==> src/hw/rtl/i2crf_pkg.sv <==
// Shared types and constants for the I2C target register file.
// No dependencies; used by i2crf_core and i2c_target_register_file_top.
`default_nettype none

package i2crf_pkg;

  localparam int unsigned NUM_REGS_DEF = 16;
  localparam logic [6:0]  OWN_ADDR_RST = 7'd8;

  typedef struct packed {
    logic scl;
    logic sda;
  } in_item_t;

  typedef struct packed {
    logic       sda_pull_low;
    logic       write_strobe;
    logic [3:0] write_index;
    logic [7:0] write_value;
  } out_item_t;

endpackage

`default_nettype wire

==> src/hw/rtl/i2crf_core.sv <==
// Bus sample decoder, protocol state and register bank of the I2C target.
// Depends on i2crf_pkg for the item types and reset constants.
`default_nettype none

module i2crf_core #(
  parameter int unsigned NUM_REGS = i2crf_pkg::NUM_REGS_DEF
) (
  input  wire                   clk_i,
  input  wire                   rst_ni,
  input  wire                   step_i,
  input  wire i2crf_pkg::in_item_t item_i,
  input  wire                   cfg_we_i,
  input  wire  [6:0]            cfg_wdata_i,
  output i2crf_pkg::out_item_t  result_o
);

  localparam int unsigned PTR_W = (NUM_REGS > 1) ? $clog2(NUM_REGS) : 1;

  localparam logic [2:0] PH_IDLE    = 3'd0;
  localparam logic [2:0] PH_ADDRESS = 3'd1;
  localparam logic [2:0] PH_INDEX   = 3'd2;
  localparam logic [2:0] PH_DATA    = 3'd3;
  localparam logic [2:0] PH_IGNORE  = 3'd4;
  localparam logic [2:0] PH_SEND    = 3'd5;

  logic [6:0]       own_addr_q;
  logic [2:0]       phase_q, phase_d;
  logic [3:0]       bit_cnt_q, bit_cnt_d;
  logic [7:0]       shift_q, shift_d;
  logic             pscl_q, pscl_d;
  logic             psda_q, psda_d;
  logic             acking_q, acking_d;
  logic [PTR_W-1:0] ptr_q, ptr_d;
  logic [7:0]       bank_q [NUM_REGS];
  logic             bank_we;

  logic [7:0] waddr, raddr, rd_byte, ptr_ext;
  logic       start, stop, rise, fall, idx_ok;

  assign waddr   = {own_addr_q, 1'b0};
  assign raddr   = {own_addr_q, 1'b1};
  assign rd_byte = bank_q[ptr_q];
  assign ptr_ext = 8'(ptr_q);
  assign idx_ok  = {1'b0, shift_q} < 9'(NUM_REGS);

  assign start = pscl_q & item_i.scl & psda_q & ~item_i.sda;
  assign stop  = pscl_q & item_i.scl & ~psda_q & item_i.sda;
  assign rise  = ~pscl_q & item_i.scl;
  assign fall  = pscl_q & ~item_i.scl;

  always_comb begin
    phase_d   = phase_q;
    bit_cnt_d = bit_cnt_q;
    shift_d   = shift_q;
    acking_d  = acking_q;
    ptr_d     = ptr_q;
    bank_we   = 1'b0;
    pscl_d    = item_i.scl;
    psda_d    = item_i.sda;
    if (start) begin
      phase_d   = PH_ADDRESS;
      bit_cnt_d = 4'd0;
      shift_d   = 8'd0;
      acking_d  = 1'b0;
    end else if (stop) begin
      phase_d   = PH_IDLE;
      bit_cnt_d = 4'd0;
      acking_d  = 1'b0;
    end else if (phase_q != PH_IDLE && rise) begin
      if (phase_q == PH_SEND) begin
        if (bit_cnt_q == 4'd8) begin
          if (!item_i.sda) begin
            bit_cnt_d = 4'd9;
          end else begin
            phase_d   = PH_IDLE;
            bit_cnt_d = 4'd0;
          end
        end
      end else if (bit_cnt_q < 4'd8) begin
        shift_d   = {shift_q[6:0], item_i.sda};
        bit_cnt_d = bit_cnt_q + 4'd1;
      end
    end else if (phase_q != PH_IDLE && fall) begin
      if (phase_q == PH_SEND) begin
        if (bit_cnt_q < 4'd7) begin
          shift_d   = {shift_q[6:0], 1'b0};
          bit_cnt_d = bit_cnt_q + 4'd1;
        end else if (bit_cnt_q == 4'd7) begin
          bit_cnt_d = 4'd8;
        end else if (bit_cnt_q == 4'd9) begin
          shift_d   = rd_byte;
          bit_cnt_d = 4'd0;
        end
      end else if (bit_cnt_q == 4'd8) begin
        acking_d = 1'b0;
        case (phase_q)
          PH_ADDRESS: begin
            if (shift_q == waddr) begin
              phase_d  = PH_INDEX;
              acking_d = 1'b1;
            end else if (shift_q == raddr) begin
              phase_d  = PH_SEND;
              acking_d = 1'b1;
            end else begin
              phase_d = PH_IDLE;
            end
          end
          PH_INDEX: begin
            if (idx_ok) begin
              ptr_d    = PTR_W'(shift_q);
              acking_d = 1'b1;
            end
            phase_d = PH_DATA;
          end
          PH_DATA: begin
            bank_we  = 1'b1;
            acking_d = 1'b1;
            phase_d  = PH_IGNORE;
          end
          default: begin
          end
        endcase
        bit_cnt_d = (phase_d == PH_IDLE) ? 4'd0 : 4'd9;
      end else if (bit_cnt_q == 4'd9) begin
        acking_d  = 1'b0;
        bit_cnt_d = 4'd0;
        shift_d   = (phase_q == PH_SEND) ? rd_byte : 8'd0;
      end
    end
  end

  always_comb begin
    result_o.write_strobe = bank_we;
    result_o.write_index  = bank_we ? ptr_ext[3:0] : 4'd0;
    result_o.write_value  = bank_we ? shift_q : 8'd0;
    if (phase_d == PH_SEND && bit_cnt_d < 4'd8 && !acking_d) begin
      result_o.sda_pull_low = ~shift_d[7];
    end else begin
      result_o.sda_pull_low = acking_d;
    end
  end

  always_ff @(posedge clk_i or negedge rst_ni) begin
    if (!rst_ni) begin
      own_addr_q <= i2crf_pkg::OWN_ADDR_RST;
    end else if (cfg_we_i) begin
      own_addr_q <= cfg_wdata_i;
    end
  end

  always_ff @(posedge clk_i or negedge rst_ni) begin
    if (!rst_ni) begin
      phase_q   <= PH_IDLE;
      bit_cnt_q <= 4'd0;
      shift_q   <= 8'd0;
      pscl_q    <= 1'b1;
      psda_q    <= 1'b1;
      acking_q  <= 1'b0;
      ptr_q     <= '0;
    end else if (step_i) begin
      phase_q   <= phase_d;
      bit_cnt_q <= bit_cnt_d;
      shift_q   <= shift_d;
      pscl_q    <= pscl_d;
      psda_q    <= psda_d;
      acking_q  <= acking_d;
      ptr_q     <= ptr_d;
    end
  end

  always_ff @(posedge clk_i or negedge rst_ni) begin
    if (!rst_ni) begin
      for (int i = 0; i < NUM_REGS; i++) begin
        bank_q[i] <= 8'd0;
      end
    end else if (step_i && bank_we) begin
      bank_q[ptr_q] <= shift_q;
    end
  end

  a_idle_clean: assert property (@(posedge clk_i) disable iff (!rst_ni)
    phase_q == PH_IDLE |-> bit_cnt_q == 4'd0)
    else $error("idle phase with bit count pending");

  a_cnt_range: assert property (@(posedge clk_i) disable iff (!rst_ni)
    bit_cnt_q <= 4'd9)
    else $error("bit count out of range");

  a_strobe_ack: assert property (@(posedge clk_i) disable iff (!rst_ni)
    step_i && result_o.write_strobe |=> acking_q && phase_q == PH_IGNORE)
    else $error("stored byte not acknowledged");

endmodule

`default_nettype wire

==> src/hw/rtl/i2c_target_register_file_top.sv <==
// I2C target with a register file: one bus sample in, one result out.
// Each accepted item's result is registered in out_q, or in the skid stage while the output stalls.
// Throughput: one item per cycle while in_stall_o is low, set by the single result register and skid stage.
// in_stall_o rises only while the skid stage holds a result the output has not taken.
// Reset clears the protocol state, the register bank and own_address (to 8).
// Depends on i2crf_pkg and i2crf_core.
`default_nettype none

module i2c_target_register_file_top #(
  parameter int unsigned NUM_REGS = i2crf_pkg::NUM_REGS_DEF
) (
  input  wire                   clk_i,
  input  wire                   rst_ni,
  input  wire                   in_valid_i,
  output logic                  in_stall_o,
  input  wire i2crf_pkg::in_item_t in_data_i,
  output logic                  out_valid_o,
  input  wire                   out_stall_i,
  output i2crf_pkg::out_item_t  out_data_o,
  input  wire                   cfg_we_i,
  input  wire  [6:0]            cfg_wdata_i
);

  logic                 in_acc, out_take;
  logic                 out_valid_q, skid_valid_q;
  i2crf_pkg::out_item_t res, out_q, skid_q;

  assign in_stall_o  = skid_valid_q;
  assign in_acc      = in_valid_i & ~skid_valid_q;
  assign out_take    = out_valid_q & ~out_stall_i;
  assign out_valid_o = out_valid_q;
  assign out_data_o  = out_q;

  i2crf_core #(
    .NUM_REGS (NUM_REGS)
  ) u_core (
    .clk_i       (clk_i),
    .rst_ni      (rst_ni),
    .step_i      (in_acc),
    .item_i      (in_data_i),
    .cfg_we_i    (cfg_we_i),
    .cfg_wdata_i (cfg_wdata_i),
    .result_o    (res)
  );

  always_ff @(posedge clk_i or negedge rst_ni) begin
    if (!rst_ni) begin
      out_valid_q  <= 1'b0;
      skid_valid_q <= 1'b0;
    end else if (!out_valid_q || out_take) begin
      out_valid_q  <= skid_valid_q | in_acc;
      skid_valid_q <= 1'b0;
    end else if (in_acc) begin
      skid_valid_q <= 1'b1;
    end
  end

  always_ff @(posedge clk_i) begin
    if (!out_valid_q || out_take) begin
      out_q <= skid_valid_q ? skid_q : res;
    end else if (in_acc) begin
      skid_q <= res;
    end
  end

  a_skid_implies_out: assert property (@(posedge clk_i) disable iff (!rst_ni)
    skid_valid_q |-> out_valid_q)
    else $error("skid holds an item while the output is empty");

  a_skid_fill: assert property (@(posedge clk_i) disable iff (!rst_ni)
    in_acc && out_valid_q && out_stall_i |=> skid_valid_q)
    else $error("accepted item lost under output stall");

  a_skid_drain: assert property (@(posedge clk_i) disable iff (!rst_ni)
    skid_valid_q && out_take |=> out_valid_q && !skid_valid_q)
    else $error("skid item not moved to output");

endmodule

`default_nettype wire

==> config.mk <==
export PLATFORM = sky130hd
export DESIGN_NAME = i2c_target_register_file_top
export DESIGN_NICKNAME = d
export VERILOG_FILES = /design/src/hw/rtl/i2crf_pkg.sv /design/src/hw/rtl/i2crf_core.sv /design/src/hw/rtl/i2c_target_register_file_top.sv
export SDC_FILE = /design/constraint.sdc
export NUM_CORES = 1
export LEC_CHECK = 0
export BUFFER_PORTS_ARGS = -buffer_cell sky130_fd_sc_hd__buf_2
export CAP_MARGIN = 40
export CELL_PAD_IN_SITES_DETAIL_PLACEMENT = 0
export CELL_PAD_IN_SITES_GLOBAL_PLACEMENT = 1
export CORE_MARGIN = 3
export CORE_UTILIZATION = 40
export CTS_CLUSTER_SIZE = 12
export DETAILED_ROUTE_END_ITERATION = 16
export PLACE_DENSITY = 0.64
export SLEW_MARGIN = 20
export SYNTH_ARGS = -nofsm -noshare
export SYNTH_HDL_FRONTEND = slang
export SYNTH_SLANG_ARGS = --single-unit
==> constraint.sdc <==
create_clock -name clk_i -period 2.5 [get_ports clk_i]
set_input_delay 0.25 -clock clk_i [delete_from_list [all_inputs] [get_ports clk_i]]
set_output_delay 0.25 -clock clk_i [all_outputs]
set_load 0.03 [all_outputs]
== After elaboration in Yosys (flattened, before gate mapping) ==
Cells that the tools add are included.

* Input bits: 14
* Logic and storage cells: 172
* Register bits after elaboration: 187
* Output and inout port bits: 16

* Add/subtract/negate cells: 1
* Reduce and logical (&&, ||, !) cells: 18
* Bitwise operators: 23
* $lt $le $gt $ge: 6
* Muxes and demuxes: 74
* Equal/unequal tests: 15

{| class="wikitable"
|+ Operators with widths
! kind !! count
|-
| $bwmux W128 || 1
|-
| $mux W8 || 16
|-
| $mux W4 || 15
|-
| $mux W3 || 17
|-
| $bmux W8 S4 || 1
|-
| $demux W8 S4 || 1
|-
| $mux W1 || 20
|-
| $reduce_and A9 Y1 || 2
|-
| $eq A8 B8 Y1 || 2
|-
| $mux W14 || 1
|-
| $not A1 Y1 || 12
|-
| $and A1 B1 Y1 || 9
|-
| $pmux W3 S3 || 1
|-
| $eq A4 B4 Y1 const B || 2
|-
| $lt A4 B4 Y1 const B || 2
|-
| $lt A8 B5 Y1 const B || 1
|-
| $reduce_bool A4 Y1 || 2
|-
| $eq A3 B2 Y1 const B || 2
|-
| $eq A3 B3 Y1 const B || 2
|-
| $logic_and A1 B1 Y1 || 6
|-
| $ne A3 B2 Y1 const B || 2
|-
| $reduce_bool A3 Y1 || 2
|-
| $ge A5 B5 Y1 const B || 1
|-
| $lt A5 B1 Y1 const B || 1
|-
| 15 further kinds || 16
|}

== Depth between registers and ports, before layout ==
* Word-level depth: 23
* Depth in mapped cells: 10
* Depth with buffers taken out: 8

== By module ==
Synthesis repeated with hierarchy kept, for this count alone.

* Cell total of the unflattened synthesis: 657
* Area, all modules: 9,205.1 um^2

{| class="wikitable"
|+ By module, submodules not included
! module !! sequential area each (um^2) !! area an instance (um^2) !! times used !! cells each
|-
| i2crf_core || 3,932.5 || 8,059.0 || 1 || 606
|-
| i2c_target_register_file_top || 890.9 || 1,146.1 || 1 || 51
|}

== Worst setup path after synthesis ==
Ideal clock, no wire load.

* Path type: register to register
* Start: register u_core.bit_cnt_q[0]
* End: register u_core.bank_q[16] in the netlist's numbering
* Stages on the path, launching flop included: 10
* Data arrival time: 2,174 ps
* Library setup time: 125 ps
* Path slack: 201 ps
* Data required time: 2,375 ps
* Clock period less this slack: 2,299 ps
* Buffers on the path: 1
* Cell sequence: dfrtp_1 inv_1 ha_1 nand3b_2 nor3_4 nand2_2 nor3b_2 and3_1 buf_4 mux2_2

* Cells in the longest elaborated chain, start to end: 8

{| class="wikitable"
|+ RTL lines
! item !! line !! RTL
|-
| start: declaration || i2crf_core.sv:28 || <nowiki>logic [3:0] bit_cnt_q, bit_cnt_d;</nowiki>
|-
| start signal: assignment || i2crf_core.sv:162 || <nowiki>bit_cnt_q <= bit_cnt_d;</nowiki>
|-
| $eq A4 B4 Y1 || i2crf_core.sv:94 || <nowiki>end else if (bit_cnt_q == 4'd8) begin</nowiki>
|-
| $mux W1 || i2crf_core.sv:94 ||
|-
| $mux W1 || i2crf_core.sv:84 || <nowiki>if (phase_q == PH_SEND) begin</nowiki>
|-
| $mux W1 || i2crf_core.sv:83 || <nowiki>end else if (phase_q != PH_IDLE && fall) begin</nowiki>
|-
| $mux W1 || i2crf_core.sv:69 || <nowiki>end else if (phase_q != PH_IDLE && rise) begin</nowiki>
|-
| $mux W1 || i2crf_core.sv:65 || <nowiki>end else if (stop) begin</nowiki>
|-
| $mux W1 || i2crf_core.sv:60 || <nowiki>if (start) begin</nowiki>
|-
| $logic_and A1 B1 Y1 || i2crf_core.sv:176 || <nowiki>end else if (step_i && bank_we) begin</nowiki>
|-
| end signal: indexed assignment || i2crf_core.sv:177 || <nowiki>bank_q[ptr_q] <= shift_q;</nowiki>
|-
| end: declaration || i2crf_core.sv:34 || <nowiki>logic [7:0] bank_q [NUM_REGS];</nowiki>
|}

No other way between the ends.
A chain may end at the register's enable or synchronous reset.

== Final worst setup path ==
* Start: register u_core.phase_q[2]
* End: register out_q, in the netlist out_data_o[13] (data pin)

* Cells in the longest elaborated chain, start to end: 21
* Elaborated cells between the ends (all ways): 53
* Those cells by class: 1 x order compare; 5 x eq/ne; 39 x mux; 1 x bitwise; 7 x reduce/logical

{| class="wikitable"
|+ RTL lines
! item !! line !! RTL
|-
| start: declaration || i2crf_core.sv:27 || <nowiki>logic [2:0] phase_q, phase_d;</nowiki>
|-
| start signal: assignment || i2crf_core.sv:161 || <nowiki>phase_q <= phase_d;</nowiki>
|-
| $eq A3 B2 Y1 or $eq A3 B1 Y1 (tied branches) || i2crf_core.sv:96 || <nowiki>case (phase_q)</nowiki>
|-
| $pmux W3 S3 || i2crf_core.sv:96 ||
|-
| $mux W3 || i2crf_core.sv:94 ||
|-
| $mux W3 || i2crf_core.sv:84 ||
|-
| $mux W3 || i2crf_core.sv:83 ||
|-
| $mux W3 || i2crf_core.sv:69 ||
|-
| $mux W3 || i2crf_core.sv:65 ||
|-
| $mux W3 || i2crf_core.sv:60 ||
|-
| (+4 left out) || - ||
|-
| $mux W4 || i2crf_core.sv:83 ||
|-
| $mux W4 || i2crf_core.sv:69 ||
|-
| $mux W4 || i2crf_core.sv:65 ||
|-
| $mux W4 || i2crf_core.sv:60 ||
|-
| $lt A4 B4 Y1 || i2crf_core.sv:136 || <nowiki>if (phase_d == PH_SEND && bit_cnt_d < 4'd8 && !acking_d) begin</nowiki>
|-
| $logic_and A1 B1 Y1 (2 in series) || i2crf_core.sv:136 ||
|-
| $mux W1 * || i2crf_core.sv:136 ||
|-
| $mux W14 * || i2c_target_register_file_top.sv:60 || <nowiki>out_q <= skid_valid_q ? skid_q : res;</nowiki>
|-
| end signal: assignment || i2c_target_register_file_top.sv:60 ||
|-
| end: declaration || i2c_target_register_file_top.sv:26 || <nowiki>i2crf_pkg::out_item_t res, out_q, skid_q;</nowiki>
|}

Mark *: on every way between the ends. The rest lies on a longest branch, timed or not. The select of a mux whose other input is x is not followed.

==> impl_metrics.env <==
export IMPL_synth_area_leaders="dfrtp_1, mux2_2, edfxtp_1"
export IMPL_antennaDiodeCount=0
export IMPL_chipHeight_um=156.7
export IMPL_grtUsageMet3_pct=4.287
export IMPL_crit_type="flop to flop"
export IMPL_dp_slack_ns=-0.08309
export IMPL_max_stage_delay_ns=0.58
export IMPL_detailed_place_hpwl_mm=15.61
export IMPL_fill_cells=1919
export IMPL_yosysTopAreaCell="dfrtp_1"
export IMPL_gr_usage_met1_pct=24.88
export IMPL_period_needed_ns=2.437
export IMPL_grt_pass1_wl_mm=36.38
export IMPL_critical_path_cell_chain="nor3b_4 > nand3_1 > or4_4 > a2111oi_4 > o211ai_1 > o31ai_2"
export IMPL_cts_max_level=4
export IMPL_startpoint_type="flop"
export IMPL_ioPinCount=30
export IMPL_globalRouteMet2Util_pct=34.18
export IMPL_worst_setup_path_end_kind="flop"
export IMPL_nets=759
export IMPL_design_die_area_sq_um=24550
export IMPL_netlist_area_sq_um=9084
export IMPL_syn_num_nets=702
export IMPL_required_ns=2.75
export IMPL_grt_pass1_vias=6240
export IMPL_core_sq_um=22090
export IMPL_clockBufferDepth=2
export IMPL_place_congestion=0.8793
export IMPL_antenna_found_initial=0
export IMPL_placed_area_sq_um=9856
export IMPL_design_area_sq_um=10550
export IMPL_status="finished, final reports clean"
export IMPL_register_area_sq_um=4830
export IMPL_cap_violations=0
export IMPL_worstMarginPinSlew_ns=0.6858
export IMPL_start_util_pct=41.11
export IMPL_netSwitchingFraction_pct=30.81
export IMPL_fin_worst_skew_ns=0.01554
export IMPL_synth_seq_area_share_pct=53.10
export IMPL_syn_inst=684
export IMPL_dr_total_vias=5823
export IMPL_path_max_fanout=10
export IMPL_peakVddDrop_mv=0.3874
export IMPL_drive_gt1_share_pct=43.77
export IMPL_fin_ws_ns=0.06344
export IMPL_p_int_mw=5.004
export IMPL_seqPwrFrac_pct=45.6
export IMPL_row_count=54
export IMPL_arrival_ns=2.69
export IMPL_cts_root_buf="clkbuf_16"
export IMPL_pwr_share_comb_pct=17.6
export IMPL_p_leak_nw=4.709
export IMPL_dp_cells=998
export IMPL_final_max_slew_viol_count=0
export IMPL_yosys_warnings=0
export IMPL_min_path_cells=2
export IMPL_synthFlopType="dfrtp_1"
export IMPL_synth_top_cell_area_share_pct=42.98
export IMPL_power_share_clock_pct=36.8
export IMPL_rr_worst_depth=6
export IMPL_first_iter_violations=315
export IMPL_layout_cells_non_filler=1034
export IMPL_syn_avg_cell_area_sq_um=13.28
export IMPL_fmax_ghz=0.4104
export IMPL_clkSlewWorstSetupHoldPaths_ns=0.08
export IMPL_multi_input_area_sq_um=4066
export IMPL_grt_ovfl_total=0
export IMPL_dr_pass1_iters=5
export IMPL_power_density_nw_per_um2=685.8
export IMPL_grt_max_degree=59
export IMPL_slew_headroom_pct=53.80
export IMPL_finalCritPeriodShare_pct=97.46
export IMPL_cpMaxStageDelayCell="or4_4"
export IMPL_final_hold_violation_count=0
export IMPL_area_delta_synth_final_pct=16.09
export IMPL_track_usage_pct=19.48
export IMPL_antenna_left=0
export IMPL_cts_tree="built"
export IMPL_timing_hold_ws_ns=0.04342
export IMPL_ys_async_sr_fraction_pct=85.03
export IMPL_clock_sinks=187
export IMPL_viasPerCell=5.632
export IMPL_utilization_pct=47.73
export IMPL_netSwitchingPower_mw=2.228
export IMPL_clk_latency_ns=0.43
export IMPL_grt_busiest_layer="met2"
export IMPL_drc=0
export IMPL_cts_buffers=17
export IMPL_wirelength_mm=22.81
export IMPL_portBuffers=29
export IMPL_yosys_register_bits=187
export IMPL_hold_class="input port to flop"
export IMPL_die_w_um=156.7
export IMPL_setup_viol=0
export IMPL_synth_cell_type_count=63
export IMPL_avgRoutedWirePerCell_um=22.06
export IMPL_rsz0062_at_grt="yes"
export IMPL_synth_edf_count=28
==> state kept, by name, indices dropped and copies added (netlist names) <==
register           flops
u_core.bank_q        128
u_core.phase_q         3
out_data_o            14
u_core.pscl_q          1
u_core.own_addr_q      7
u_core.shift_q         8
u_core.acking_q        1
u_core.bit_cnt_q       4
skid_q                14
in_stall_o             1
out_valid_o            1
u_core.psda_q          1
u_core.ptr_q           4
==> power groups by stage <==
stage                     registers [mW]  logic (mW)  clock network [mW]
after global placement              3.36        1.26                   0
after detailed placement            3.36        1.29                   0
after CTS                           3.30        1.29                2.73
after global routing                3.31        1.39                2.84
after floorplan                     3.41       0.602                   0
final                               3.30        1.27                2.66
==> metrics by stage <==
stage	total power, mW	TNS (ns)
2_1_floorplan	4.010	0
3_3_place_gp	4.620	-0.05194
3_5_place_dp	4.645	-0.09623
4_1_cts	7.318	0
5_1_grt	7.542	0
6_report	7.232	0
==> cells in the mapped netlist, drive strengths merged, types with 3 or more instances <==
master  number
a221oi       4
and3b        3
nand3b       5
nand2b       7
a211oi       3
clkbuf      33
inv         12
nor2        19
mux2       142
o21ai       33
o211ai       5
o31ai        3
nor3b        3
xnor2        9
and2        11
nor3         8
nor4        10
dfstp        3
ha           4
edfxtp      28
nand2       51
nor2b        8
o22ai        4
mux2i        3
and3         4
dfrtp      156
a21o         3
buf         19
a21oi       13
mux4        37
a22oi        6
nand3        9
==> worst max-delay path: cells and delay by family, from the launching register on <==
family	cells	cell delay [ns]
DFF	1	0.49
and+or+nand+nor	3	0.94
AOI/OAI and AO/OA	3	0.81
==> final cells by class <==
class | instances | share of cell area (%)
clock inverter | 13 | 1.270
tap | 280 | 3.322
clock buffer | 19 | 4.117
inverter | 12 | 0.4271
timing repair buffer | 90 | 6.502
sequential | 187 | 45.80
multi-input combinational | 433 | 38.56
==> what timing repair did <==
item	4_1_cts	5_1_grt
resized for setup	5	15
hold buffers	1	0
setup endpoints to repair	2	33
hold endpoints to repair	50	0
pin swaps	2	2
setup buffers	0	3
==> layer usage <==
layer | up-vias | routed length (um)
met3 | 19 | 745
met5 | - | 0
met1 | 3040 | 9977
met4 | 0 | 278
met2 | 112 | 11810
li1 | 2652 | -
==> cell families (layout without fill, tap and decap cells) <==
logic type               count (synthesis)  count (layout)  share of synthesized area, %
AND/OR/NAND/NOR                        147             147                         8.884
XOR/XNOR                                 9               9                        0.8678
buffers and inverters                   64             134                         2.934
flip-flops                             187             187                         53.10
AO/OA/AOI/OAI                           91              91                         6.556
multiplexers                           182             182                         27.11
adder cells (fa/ha/maj)                  4               4                        0.5510
==> worst paths after layout <==
check	endpoint	slack (ns)	from
worst max-delay path	out_data_o[13]	0.06	u_core.phase_q[2]
worst min-delay path	u_core.own_addr_q[6]	0.04	cfg_wdata_i[6]
worst max register to register	out_data_o[13]	0.06	u_core.phase_q[2]
worst min register to register	u_core.psda_q	0.47	u_core.psda_q
max in group asynchronous	u_core.bank_q[119]	1.42	rst_ni
min in group asynchronous	u_core.bit_cnt_q[1]	0.36	rst_ni
==> layout by cell type, fill, tap and decap left out, types with 4 or more instances in the layout <==
| cell type | n |
|---|---|
| a22oi_1 | 6 |
| and2_1 | 11 |
| inv_1 | 12 |
| ha_1 | 4 |
| a21oi_1 | 13 |
| nor2b_1 | 8 |
| o211ai_1 | 5 |
| inv_6 | 4 |
| clkbuf_16 | 17 |
| nor3_1 | 5 |
| mux4_2 | 37 |
| nand3b_1 | 4 |
| dfrtp_2 | 5 |
| and3_1 | 4 |
| buf_12 | 5 |
| nor2_1 | 19 |
| nand3_1 | 8 |
| mux2_2 | 142 |
| xnor2_1 | 9 |
| dfrtp_1 | 151 |
| edfxtp_1 | 28 |
| buf_4 | 53 |
| nor4_1 | 8 |
| nand2_1 | 47 |
| nand2b_1 | 6 |
| nand2_2 | 4 |
| buf_2 | 28 |
| o22ai_1 | 4 |
| a221oi_1 | 4 |
| o21ai_0 | 31 |
Power figures use the tool's default switching activity.
